==> config.mk <==
export PLATFORM = sky130hd
export DESIGN_NAME = memory_admission_controller_unit
export DESIGN_NICKNAME = d
export VERILOG_FILES = /design/src/design/mac_pkg.sv /design/src/design/memory_admission_controller_unit.sv
export SDC_FILE = /design/constraint.sdc
export NUM_CORES = 2
export LEC_CHECK = 0
export BUFFER_PORTS_ARGS = -buffer_cell sky130_fd_sc_hd__buf_2
export CORE_ASPECT_RATIO = 1.75
export CORE_MARGIN = 5
export CORE_UTILIZATION = 61
export DETAILED_ROUTE_END_ITERATION = 8
export GPL_TIMING_DRIVEN = 0
export PLACE_DENSITY = 0.78
export SETUP_SLACK_MARGIN = 0.2
export SLEW_MARGIN = 20
export SYNTH_ARGS = -nofsm -noshare
export SYNTH_HDL_FRONTEND = slang
export SYNTH_SLANG_ARGS = --single-unit
export TNS_END_PERCENT = 100
==> constraint.sdc <==
create_clock -name clock -period 6.2 [get_ports clock]
set_input_delay 0.31 -clock clock [delete_from_list [all_inputs] [get_ports clock]]
set_output_delay 0.31 -clock clock [all_outputs]
set_load 0.1 [all_outputs]
==> src/design/mac_pkg.sv <==
`timescale 1ns / 1ps
// ----------------------------------------------------------------------------
// mac_pkg
// Types and constants shared by the memory admission controller.
// ----------------------------------------------------------------------------
package mac_pkg;

   localparam int MAX_RUNNING   = 16;
   localparam int PENDING_DEPTH = 16;
   localparam int MEM_BITS      = 24;

   localparam int RUN_IDX_BITS    = $clog2(MAX_RUNNING);
   localparam int RUN_COUNT_BITS  = $clog2(MAX_RUNNING + 1);
   localparam int PEND_IDX_BITS   = $clog2(PENDING_DEPTH);
   localparam int PEND_COUNT_BITS = $clog2(PENDING_DEPTH + 1);

   localparam int ID_BITS    = 5;
   localparam int SLOTS_BITS = 5;
   localparam int CSR_BITS   = 24;

   localparam logic [SLOTS_BITS-1:0] RESET_SLOTS = SLOTS_BITS'(4);
   localparam logic [MEM_BITS-1:0]   RESET_TOTAL = MEM_BITS'(65536);

   typedef enum logic {
      CSR_PROCESS_SLOTS = 1'b0,
      CSR_MEMORY_TOTAL  = 1'b1
   } csr_index_type;

   typedef enum logic {
      ACT_CREATE = 1'b0,
      ACT_KILL   = 1'b1
   } action_type;

   typedef enum logic [2:0] {
      EV_ADMITTED = 3'd0,
      EV_PENDED   = 3'd1,
      EV_REJECTED = 3'd2,
      EV_KILLED   = 3'd3,
      EV_PROMOTED = 3'd4,
      EV_BAD_ID   = 3'd5
   } event_type;

   typedef struct packed {
      action_type          action;
      logic [MEM_BITS-1:0] request_memory;
      logic [ID_BITS-1:0]  kill_id;
   } req_type;

   typedef struct packed {
      event_type           event_res;
      logic [ID_BITS-1:0]  job_id;
      logic [MEM_BITS-1:0] job_memory;
      logic [MEM_BITS-1:0] free_memory;
      logic                last;
   } rsp_type;

endpackage

==> src/design/memory_admission_controller_unit.sv <==
`timescale 1ns / 1ps
// ----------------------------------------------------------------------------
// memory_admission_controller_unit
// Admits, queues and kills memory jobs; a kill compacts the running table and
// promotes queued jobs in order while the queue head fits.
// ----------------------------------------------------------------------------
//  channel   ports                              handshake
//  request   start, busy, req_data              start && !busy
//  result    rsp_valid, rsp_data                rsp_valid, one cycle each
//  csr       csr_we, csr_index, csr_data        csr_we, no wait, idle only
//
//  a create goes from ST_DECIDE straight to its single result
//  a kill passes ST_KREAD, then ST_CMP_RD and ST_CMP_WR per entry moved by
//  compaction, then ST_HEAD_RD and ST_CHECK per job promoted and once more;
//  the registered read of the running table sets the two states per moved entry
//  busy drops in the cycle the last result of a request is shown
//  reset (synchronous) empties both tables and loads the pool with 65536
//  results cannot be stalled; each is valid for exactly one cycle
// ----------------------------------------------------------------------------
module memory_admission_controller_unit (
   input  logic                                clock,
   input  logic                                reset,
   input  logic                                start,
   output logic                                busy,
   input  mac_pkg::req_type                    req_data,
   output logic                                rsp_valid,
   output mac_pkg::rsp_type                    rsp_data,
   input  logic                                csr_we,
   input  mac_pkg::csr_index_type              csr_index,
   input  logic [mac_pkg::CSR_BITS-1:0]        csr_data
);

   typedef enum logic [2:0] {
      ST_IDLE,
      ST_DECIDE,
      ST_KREAD,
      ST_CMP_RD,
      ST_CMP_WR,
      ST_HEAD_RD,
      ST_CHECK
   } state_type;

   state_type                                   state_ff, state_in;
   logic                                        busy_ff, busy_in;
   logic                                        rsp_valid_ff, rsp_valid_in;
   mac_pkg::rsp_type                            rsp_data_ff, rsp_data_in;
   mac_pkg::rsp_type                            held_ff, held_in;
   mac_pkg::req_type                            req_ff, req_in;
   logic [mac_pkg::RUN_IDX_BITS-1:0]            pos_ff, pos_in;
   logic [mac_pkg::RUN_COUNT_BITS-1:0]          run_count_ff, run_count_in;
   logic [mac_pkg::PEND_IDX_BITS-1:0]           pend_head_ff, pend_head_in;
   logic [mac_pkg::PEND_COUNT_BITS-1:0]         pend_count_ff, pend_count_in;
   logic [mac_pkg::MEM_BITS-1:0]                pool_ff, pool_in;
   logic [mac_pkg::SLOTS_BITS-1:0]              slots_ff, slots_in;

   logic [mac_pkg::MEM_BITS-1:0]                run_mem [mac_pkg::MAX_RUNNING];
   logic [mac_pkg::MEM_BITS-1:0]                pend_mem [mac_pkg::PENDING_DEPTH];
   logic [mac_pkg::MEM_BITS-1:0]                run_rdata_ff;
   logic [mac_pkg::MEM_BITS-1:0]                pend_rdata_ff;

   logic                                        run_we;
   logic [mac_pkg::RUN_IDX_BITS-1:0]            run_waddr, run_raddr;
   logic [mac_pkg::MEM_BITS-1:0]                run_wdata;
   logic                                        pend_we;
   logic [mac_pkg::PEND_IDX_BITS-1:0]           pend_waddr;
   logic [mac_pkg::MEM_BITS-1:0]                pend_wdata;

   logic [mac_pkg::SLOTS_BITS-1:0]              slot_limit;
   logic                                        slot_free;
   logic [mac_pkg::ID_BITS-1:0]                 kill_pos;
   logic [mac_pkg::RUN_IDX_BITS:0]              next_pos;
   logic [mac_pkg::MEM_BITS:0]                  pool_sum;
   logic                                        promote_ok;

   assign busy      = busy_ff;
   assign rsp_valid = rsp_valid_ff;
   assign rsp_data  = rsp_data_ff;

   assign slot_limit = (slots_ff < mac_pkg::SLOTS_BITS'(mac_pkg::MAX_RUNNING)) ?
                       slots_ff : mac_pkg::SLOTS_BITS'(mac_pkg::MAX_RUNNING);
   assign slot_free  = mac_pkg::SLOTS_BITS'(run_count_ff) < slot_limit;
   assign kill_pos   = req_ff.kill_id - mac_pkg::ID_BITS'(1);
   assign next_pos   = {1'b0, pos_ff} + (mac_pkg::RUN_IDX_BITS + 1)'(1);
   assign pool_sum   = {1'b0, pool_ff} + {1'b0, run_rdata_ff};
   assign promote_ok = (pend_count_ff != '0) && slot_free && (pend_rdata_ff <= pool_ff);

   // running table, one write and one registered read per cycle
   always_ff @(posedge clock) begin
      if (run_we) begin
         run_mem[run_waddr] <= run_wdata;
      end
      run_rdata_ff <= run_mem[run_raddr];
   end

   // pending queue, circular
   always_ff @(posedge clock) begin
      if (pend_we) begin
         pend_mem[pend_waddr] <= pend_wdata;
      end
      pend_rdata_ff <= pend_mem[pend_head_ff];
   end

   always_comb begin
      state_in      = state_ff;
      busy_in       = busy_ff;
      rsp_valid_in  = 1'b0;
      rsp_data_in   = rsp_data_ff;
      held_in       = held_ff;
      req_in        = req_ff;
      pos_in        = pos_ff;
      run_count_in  = run_count_ff;
      pend_head_in  = pend_head_ff;
      pend_count_in = pend_count_ff;
      pool_in       = pool_ff;
      slots_in      = slots_ff;
      run_we        = 1'b0;
      run_waddr     = run_count_ff[mac_pkg::RUN_IDX_BITS-1:0];
      run_wdata     = req_ff.request_memory;
      run_raddr     = kill_pos[mac_pkg::RUN_IDX_BITS-1:0];
      pend_we       = 1'b0;
      pend_waddr    = pend_head_ff + pend_count_ff[mac_pkg::PEND_IDX_BITS-1:0];
      pend_wdata    = req_ff.request_memory;

      case (state_ff)
         ST_IDLE: begin
            if (csr_we) begin
               case (csr_index)
                  mac_pkg::CSR_PROCESS_SLOTS: begin
                     slots_in = csr_data[mac_pkg::SLOTS_BITS-1:0];
                  end
                  mac_pkg::CSR_MEMORY_TOTAL: begin
                     pool_in  = csr_data[mac_pkg::MEM_BITS-1:0];
                  end
                  default: begin
                     slots_in = slots_ff;
                  end
               endcase
            end
            if (start) begin
               req_in   = req_data;
               busy_in  = 1'b1;
               state_in = ST_DECIDE;
            end
         end

         ST_DECIDE: begin
            rsp_data_in.job_id     = '0;
            rsp_data_in.job_memory = req_ff.request_memory;
            rsp_data_in.last       = 1'b1;
            if (req_ff.action == mac_pkg::ACT_CREATE) begin
               rsp_valid_in = 1'b1;
               busy_in      = 1'b0;
               state_in     = ST_IDLE;
               if ((req_ff.request_memory <= pool_ff) && slot_free) begin
                  run_we                  = 1'b1;
                  pool_in                 = pool_ff - req_ff.request_memory;
                  run_count_in            = run_count_ff + mac_pkg::RUN_COUNT_BITS'(1);
                  rsp_data_in.event_res   = mac_pkg::EV_ADMITTED;
                  rsp_data_in.job_id      = mac_pkg::ID_BITS'(run_count_in);
                  rsp_data_in.free_memory = pool_in;
               end else if (pend_count_ff <
                            mac_pkg::PEND_COUNT_BITS'(mac_pkg::PENDING_DEPTH)) begin
                  pend_we                 = 1'b1;
                  pend_count_in           = pend_count_ff + mac_pkg::PEND_COUNT_BITS'(1);
                  rsp_data_in.event_res   = mac_pkg::EV_PENDED;
                  rsp_data_in.free_memory = pool_ff;
               end else begin
                  rsp_data_in.event_res   = mac_pkg::EV_REJECTED;
                  rsp_data_in.free_memory = pool_ff;
               end
            end else if ((req_ff.kill_id == '0) ||
                         (req_ff.kill_id > mac_pkg::ID_BITS'(run_count_ff))) begin
               rsp_valid_in            = 1'b1;
               busy_in                 = 1'b0;
               state_in                = ST_IDLE;
               rsp_data_in.event_res   = mac_pkg::EV_BAD_ID;
               rsp_data_in.job_memory  = '0;
               rsp_data_in.free_memory = pool_ff;
            end else begin
               pos_in   = kill_pos[mac_pkg::RUN_IDX_BITS-1:0];
               state_in = ST_KREAD;
            end
         end

         ST_KREAD: begin
            held_in.event_res  = mac_pkg::EV_KILLED;
            held_in.job_id     = '0;
            held_in.job_memory = run_rdata_ff;
            held_in.last       = 1'b0;
            pool_in            = pool_sum[mac_pkg::MEM_BITS] ? '1 :
                                 pool_sum[mac_pkg::MEM_BITS-1:0];
            state_in           = ST_CMP_RD;
         end

         ST_CMP_RD: begin
            run_raddr = next_pos[mac_pkg::RUN_IDX_BITS-1:0];
            if (mac_pkg::RUN_COUNT_BITS'(next_pos) < run_count_ff) begin
               state_in = ST_CMP_WR;
            end else begin
               run_count_in        = run_count_ff - mac_pkg::RUN_COUNT_BITS'(1);
               held_in.free_memory = pool_ff;
               state_in            = ST_HEAD_RD;
            end
         end

         ST_CMP_WR: begin
            run_we    = 1'b1;
            run_waddr = pos_ff;
            run_wdata = run_rdata_ff;
            pos_in    = next_pos[mac_pkg::RUN_IDX_BITS-1:0];
            state_in  = ST_CMP_RD;
         end

         ST_HEAD_RD: begin
            state_in = ST_CHECK;
         end

         ST_CHECK: begin
            rsp_valid_in     = 1'b1;
            rsp_data_in      = held_ff;
            rsp_data_in.last = !promote_ok;
            if (promote_ok) begin
               run_we              = 1'b1;
               run_wdata           = pend_rdata_ff;
               pool_in             = pool_ff - pend_rdata_ff;
               run_count_in        = run_count_ff + mac_pkg::RUN_COUNT_BITS'(1);
               pend_head_in        = pend_head_ff + mac_pkg::PEND_IDX_BITS'(1);
               pend_count_in       = pend_count_ff - mac_pkg::PEND_COUNT_BITS'(1);
               held_in.event_res   = mac_pkg::EV_PROMOTED;
               held_in.job_id      = mac_pkg::ID_BITS'(run_count_in);
               held_in.job_memory  = pend_rdata_ff;
               held_in.free_memory = pool_in;
               held_in.last        = 1'b0;
               state_in            = ST_HEAD_RD;
            end else begin
               busy_in  = 1'b0;
               state_in = ST_IDLE;
            end
         end

         default: begin
            busy_in  = 1'b0;
            state_in = ST_IDLE;
         end
      endcase
   end

   always_ff @(posedge clock) begin
      if (reset) begin
         state_ff      <= ST_IDLE;
         busy_ff       <= 1'b0;
         rsp_valid_ff  <= 1'b0;
         run_count_ff  <= '0;
         pend_head_ff  <= '0;
         pend_count_ff <= '0;
         slots_ff      <= mac_pkg::RESET_SLOTS;
         pool_ff       <= mac_pkg::RESET_TOTAL;
      end else begin
         state_ff      <= state_in;
         busy_ff       <= busy_in;
         rsp_valid_ff  <= rsp_valid_in;
         run_count_ff  <= run_count_in;
         pend_head_ff  <= pend_head_in;
         pend_count_ff <= pend_count_in;
         slots_ff      <= slots_in;
         pool_ff       <= pool_in;
      end
      rsp_data_ff <= rsp_data_in;
      held_ff     <= held_in;
      req_ff      <= req_in;
      pos_ff      <= pos_in;
   end

endmodule
Word level (Yosys, flattened, before mapping)

Memory sizes are Yosys's and may differ from the RTL's. A register that Yosys moved wholly into a read port is not among the register bits.
Index checks and enable logic that the tools add are counted.

Reductions and logical operators: 27
Equal/unequal tests: 19
Bitwise operators: 2
Add/sub/neg operators: 11
$lt $le $gt $ge: 7
Multiplexer cells: 65

Operators with widths:

| cell                                                               | number |
|---|---|
| 24-bit two-way mux                                                 | 10 |
| 57-bit one-hot mux with 2 select lines                             | 1 |
| 24-bit one-hot mux with 2 select lines                             | 2 |
| 24-bit one-hot mux with 4 select lines                             | 1 |
| 32-bit one-hot mux with 2 select lines                             | 1 |
| 57-bit two-way mux                                                 | 1 |
| 5-bit two-way mux                                                  | 11 |
| 24-bit less-or-equal comparator                                    | 2 |
| 48-bit two-way mux                                                 | 1 |
| 24-bit subtractor                                                  | 2 |
| 24-bit by 24-bit adder with 25-bit output                          | 1 |
| 2-bit inequality test, second input constant                       | 12 |
| 1-bit two-way mux                                                  | 18 |
| 3-bit one-hot mux with 6 select lines                              | 1 |
| 4-bit two-way mux                                                  | 4 |
| 3-bit two-way mux                                                  | 5 |
| 5-bit one-hot mux with 3 select lines                              | 1 |
| 5-bit AND reduction                                                | 3 |
| 5-bit by 1-bit adder with 5-bit output, second input constant      | 2 |
| 5-bit < comparator                                                 | 2 |
| 5-bit < comparator, second input constant                          | 2 |
| 5-bit one-hot mux with 2 select lines                              | 1 |
| 5-bit by 1-bit subtractor with 5-bit output, second input constant | 2 |
| 3-bit equality test, second input constant                         | 3 |
| 28 further kinds                                                   | 42 |

Memories: 2
Bits in writable memories: 768
Flip-flop bits (word level): 195
Word-level logic and storage cells: 154
Input port bits: 59
Output and inout port bits: 59

Memory list:

| name     | depth | bits a word | read ports | clocked after Yosys merged registers in | write ports | RTL line                               | text |
|---|---|---|---|---|---|---|---|
| pend_mem | 16    | 24          | 1          | 1                                       | 1           | memory_admission_controller_unit.sv:57 | `logic [mac_pkg::MEM_BITS-1:0] pend_mem [mac_pkg::PENDING_DEPTH];` |
| run_mem  | 16    | 24          | 1          | 1                                       | 1           | memory_admission_controller_unit.sv:56 | `logic [mac_pkg::MEM_BITS-1:0] run_mem [mac_pkg::MAX_RUNNING];` |

Depth between registers and ports, before layout

Depth in word-level cells: 9
Gate-level depth with buffers: 15
Gate-level depth less buffers: 13

Least setup slack after synthesis

OpenSTA, ideal clock, no wires.

Path type: register to register
Start: register req_ff (netlist bit pend_wdata[0])
End: memory pend_mem[0][0] (netlist bit) (enable)
Slack: 2076 ps
Buffers on the path: 1
Data required time: 5795 ps
Stages on the path, launching flop included: 14
Arrival: 3719 ps
Period minus slack after synthesis: 4124 ps
Library setup time: 405 ps
Cell sequence: edfxtp_1 ha_1 inv_1 fa_1 a211oi_1 o21ai_0 a21oi_1 o31ai_2 o21ai_2 buf_4 nand3_1 nor2b_1 nand2_1 nor2_1

Word-level cells in the longest chain between the ends: 7

Ends and longest elaborated chain:

| element                                 | RTL line                                | text |
|---|---|---|
| start: declaration                      | memory_admission_controller_unit.sv:48  | `mac_pkg::req_type req_ff, req_in;` |
| start signal: assignment                | memory_admission_controller_unit.sv:270 | `req_ff <= req_in;` |
| 24-bit less-or-equal comparator         | memory_admission_controller_unit.sv:154 | `if ((req_ff.request_memory <= pool_ff) && slot_free) begin` |
| 1-bit logical AND                       | memory_admission_controller_unit.sv:154 |  |
| 1-bit two-way mux                       | memory_admission_controller_unit.sv:154 |  |
| 1-bit two-way mux                       | memory_admission_controller_unit.sv:150 | `if (req_ff.action == mac_pkg::ACT_CREATE) begin` |
| 1-bit two-way mux                       | memory_admission_controller_unit.sv:124 | `case (state_ff)` |
| 1-bit two-way mux                       | memory_admission_controller_unit.sv:97  | `if (pend_we) begin` |
| 1-bit two-way mux (not written as such) | memory_admission_controller_unit.sv:98  | `pend_mem[pend_waddr] <= pend_wdata;` |
| end: declaration                        | memory_admission_controller_unit.sv:57  |  |

Every way passes these cells.

Worst setup path after layout

Start: register req_ff (netlist bit pend_wdata[11])
End: memory pend_mem[14][14] (netlist bit) (enable)

The elaborated chain is that of the path after synthesis.

==> impl_metrics.py <==
metrics = {
    "setup_path": {
        "cp_cell_sequence": "inv_1 > ha_1 > a21oi_1 > o211ai_1 > a41oi_1 > o31ai_2 > o21ai_2 > buf_4 > nand3_1 > nor2_1 > nand2_1 > nor2_4",
        "ff2ff_setup_slack_ps": 940,
        "slowest_delay_ps": 1050,
        "crit_required_ps": 6520,
        "crit_slowest_cell": "edfxtp_1",
        "critPathLaunchType": "register",
        "critPathMaxFanout": 24,
        "worstPathArrival_ps": 5590,
        "crit_family": "simple AND/OR/NAND/NOR gates",
        "end_kind": "register",
        "path_buf_inv": 2,
        "crit_type": "reg -> reg",
    },
    "synthesis": {
        "ys_ff_latch": 1010,
        "synth_top_area_share_pct": 62.01,
        "ys_seq_area_share_pct": 66.36,
        "synthDistinctLibCells": 83,
        "synth_area_sq_um": 44260,
        "ys.flop_type": "edfxtp_1",
        "synth-edff-count": 914,
        "synth_area_leaders": "edfxtp_1 62%, mux4_2 7.3%, dfxtp_1 4.3%",
        "async_reset_ff_share_pct": 0,
        "yosysWarnings": 0,
        "syn_inst": 3051,
        "synth_largest_area_cell": "edfxtp_1",
        "syn_area_per_cell_sq_um": 14.51,
        "syn_nets": 3212,
    },
    "sta": {
        "timing.final.crit_period_ps": 5263,
        "hold_viol_final": 0,
        "worst_slew_pin_slew_ps": 1200,
        "rsz0062_at_grt": "false",
        "timing.final.crit_share_pct": 84.89,
        "clock.fmax_ghz": 0.1900,
        "drv_slew": 0,
        "skew_ps": 42.18,
        "timing.slew.headroom_pct": 19.98,
        "final-setup-viol-count": 0,
        "hold_slack_ps": 84.44,
        "fin_setup_tns_ps": 0,
    },
    "clocking": {
        "holdBufCountCts": 36,
        "cts_buffers": 86,
        "clockBufferDepth": 3,
        "tritoncts": "built",
        "cts_resized": 0,
        "clock_latency_ps": 710,
        "root_buffer": "clkbuf_16",
        "clock-sinks": 1010,
        "clkTransAtPathRegs_ps": 70,
        "h-tree-depth": 3,
        "post-cts-setup-buffer-count": 0,
    },
    "cells_and_area": {
        "stdcell_count": 4320,
        "fin_nets": 3481,
        "drive_gt1_share_pct": 16.66,
        "area_delta_synth_final_pct": 13.27,
    },
    "power": {
        "power_leakage_nw": 16.95,
        "powerDensity_nw_per_um2": 314.5,
        "vdd_ir_drop_max_mv": 0.4501,
    },
    "floorplan": {
        "boundaryPins": 118,
        "dieArea_sq_um": 78250,
        "die_h_microns": 366.3,
        "row_count": 130,
        "dieWidth_microns": 213.6,
        "initial_core_util_pct": 61.56,
        "core_sq_um": 71890,
    },
    "route": {
        "vias": 29796,
        "drt_iter0_markers": 4541,
        "totalWireLength_microns": 148400,
        "dr.pass1.iters": 8,
        "routedWlPerCell_microns": 34.36,
        "via_per_inst": 6.897,
        "drc": 0,
        "antenna_left": 0,
    },
    "run": {
        "maxCapViolCount": 0,
    },
    "place": {
        "gp_congestion": 1.025,
        "port_buffers": 117,
        "place_inst": 4120,
        "dp.final_hpwl_microns": 104700,
    },
    "global_routing": {
        "grt_pass1_wl_microns": 210900,
        "grt_pass1_vias": 30312,
        "track_usage_pct": 38.00,
        "grt_max_degree": 31,
        "grt_overflow_total": 0,
        "antenna_found_initial": 8,
    },
    "min_path": {
        "min-delay-path-class": "in -> reg",
    },
    "outcome": {
        "status": "completed",
    },
}
[through the flow]
stage          worst slack [ps]  area [sq um]  total power [mW]  util, %
2_1_floorplan              2076         44260             9.481        -
3_3_place_gp             -11.23         46000             10.28    63.98
3_5_place_dp               1102         46920             10.35    65.26
4_1_cts                    1077         50060             15.68    69.63
5_1_grt                   753.5         50120             16.19    69.72
6_report                  936.8         50130             15.77    69.73
[layout by cell type, fill, tap and decap left out, types with 12 or more instances in the layout]
cell           count
nand2_1          300
nand2b_1          19
and3_1            13
nor2_1           137
a31oi_1           52
mux2_2            24
o31ai_1           35
clkbuf_1         133
ha_1              97
dlygate4sd3_1     36
buf_12            13
xor2_1            28
o22ai_1           51
o21ai_0          158
mux4_2           144
a21oi_2           24
a211oi_1          30
a21o_1            27
clkinv_1          14
edfxtp_1         914
mux2i_1           94
inv_1             81
a22oi_1           30
clkbuf_16         87
a221oi_1          29
xnor2_1           49
nor3_1            30
nor2_4            33
buf_2            139
dfxtp_1           96
o21a_1            15
a21oi_1          137
nand3_1           38
and2_1            30
buf_1             16
buf_16            13
clkinv_2          15
nor2b_1           12
[cell families after synthesis]
kind of cell	after synthesis	share of synthesized area (%)
mux	262	10.06
buf+inv	249	2.355
simple gates	662	6.627
fa+ha+maj	102	2.968
flops	1010	66.36
xor+xnor	77	1.524
compound gates	689	10.11
[synthesized netlist by cell type, drive strengths merged (4+ instances only)]
cell type,number
dfxtp,96
a311oi,11
mux2,24
clkbuf,113
nand2b,19
o211ai,10
fa,5
nor2b,12
mux4,144
a21o,27
a221oi,30
edfxtp,914
a211oi,39
inv,84
and2,31
o2111ai,9
or3,5
o31ai,36
nand4,11
a21oi,163
a211o,4
and4,4
nor2,170
and3,13
o21ai,166
nor3b,5
nor3,33
or2,5
nand2,305
mux2i,94
o21a,16
ha,97
a41oi,5
a22oi,30
o21bai,11
buf,52
o22ai,51
xnor2,49
xor2,28
nand3,38
a31oi,53
[per-layer routing]
layer | track usage (%) | part of all wire, %
met5 | 0 | 0.020
met1 | 43.50 | 31
met3 | 7.658 | 9.8
met4 | 27.30 | 9.5
met2 | 63.05 | 50
[tightest hold or removal path: cells and delay by family]
family          cells  cell delay, ps
compound gates      3             240
buf+inv             1             100
simple gates        1              80
[worst paths after layout]
path | startpoint | endpoint | cells past startpoint
worst max register to register | pend_wdata[11] | pend_mem[14][14] | 12
worst min register to register | slots_ff[1] | slots_ff[1] | 2
worst max-delay path | pend_wdata[11] | pend_mem[14][14] | 12
worst min-delay path | csr_data[5] | pool_ff[5] | 5
[area by class of cell]
class                      count  area, sq um
multi-input combinational   1792        14200
inverter                      84        315.3
tap                          924         1156
clock buffer                 111         2297
antenna                        4        10.01
timing repair buffer         181         1579
buffer                       165        728.2
clock inverter                49        483.0
sequential                  1010        29370
fill                        4666        21760
[power breakdown]
part / internal (mW) / total (mW) / switching, mW
Clock: 2.87 / 5.44 / 2.57
Sequential: 7.64 / 7.95 / 0.314
Combinational: 0.768 / 2.38 / 1.61
Total: 11.3 / 15.8 / 4.49
[state kept, by name (all words and copies together) (netlist names)]
signal	cells
run_rdata_ff	24
held_ff	55
pend_rdata_ff	24
run_mem	384
pend_mem	384
run_count_ff	5
req_ff	6
pool_ff	24
pos_ff	4
pend_count_ff	5
rsp_valid	1
rsp_data	57
state_ff	3
busy	1
pend_wdata	24
slots_ff	5
pend_head_ff	4
No activity file was read; power rests on OpenSTA's default activity.
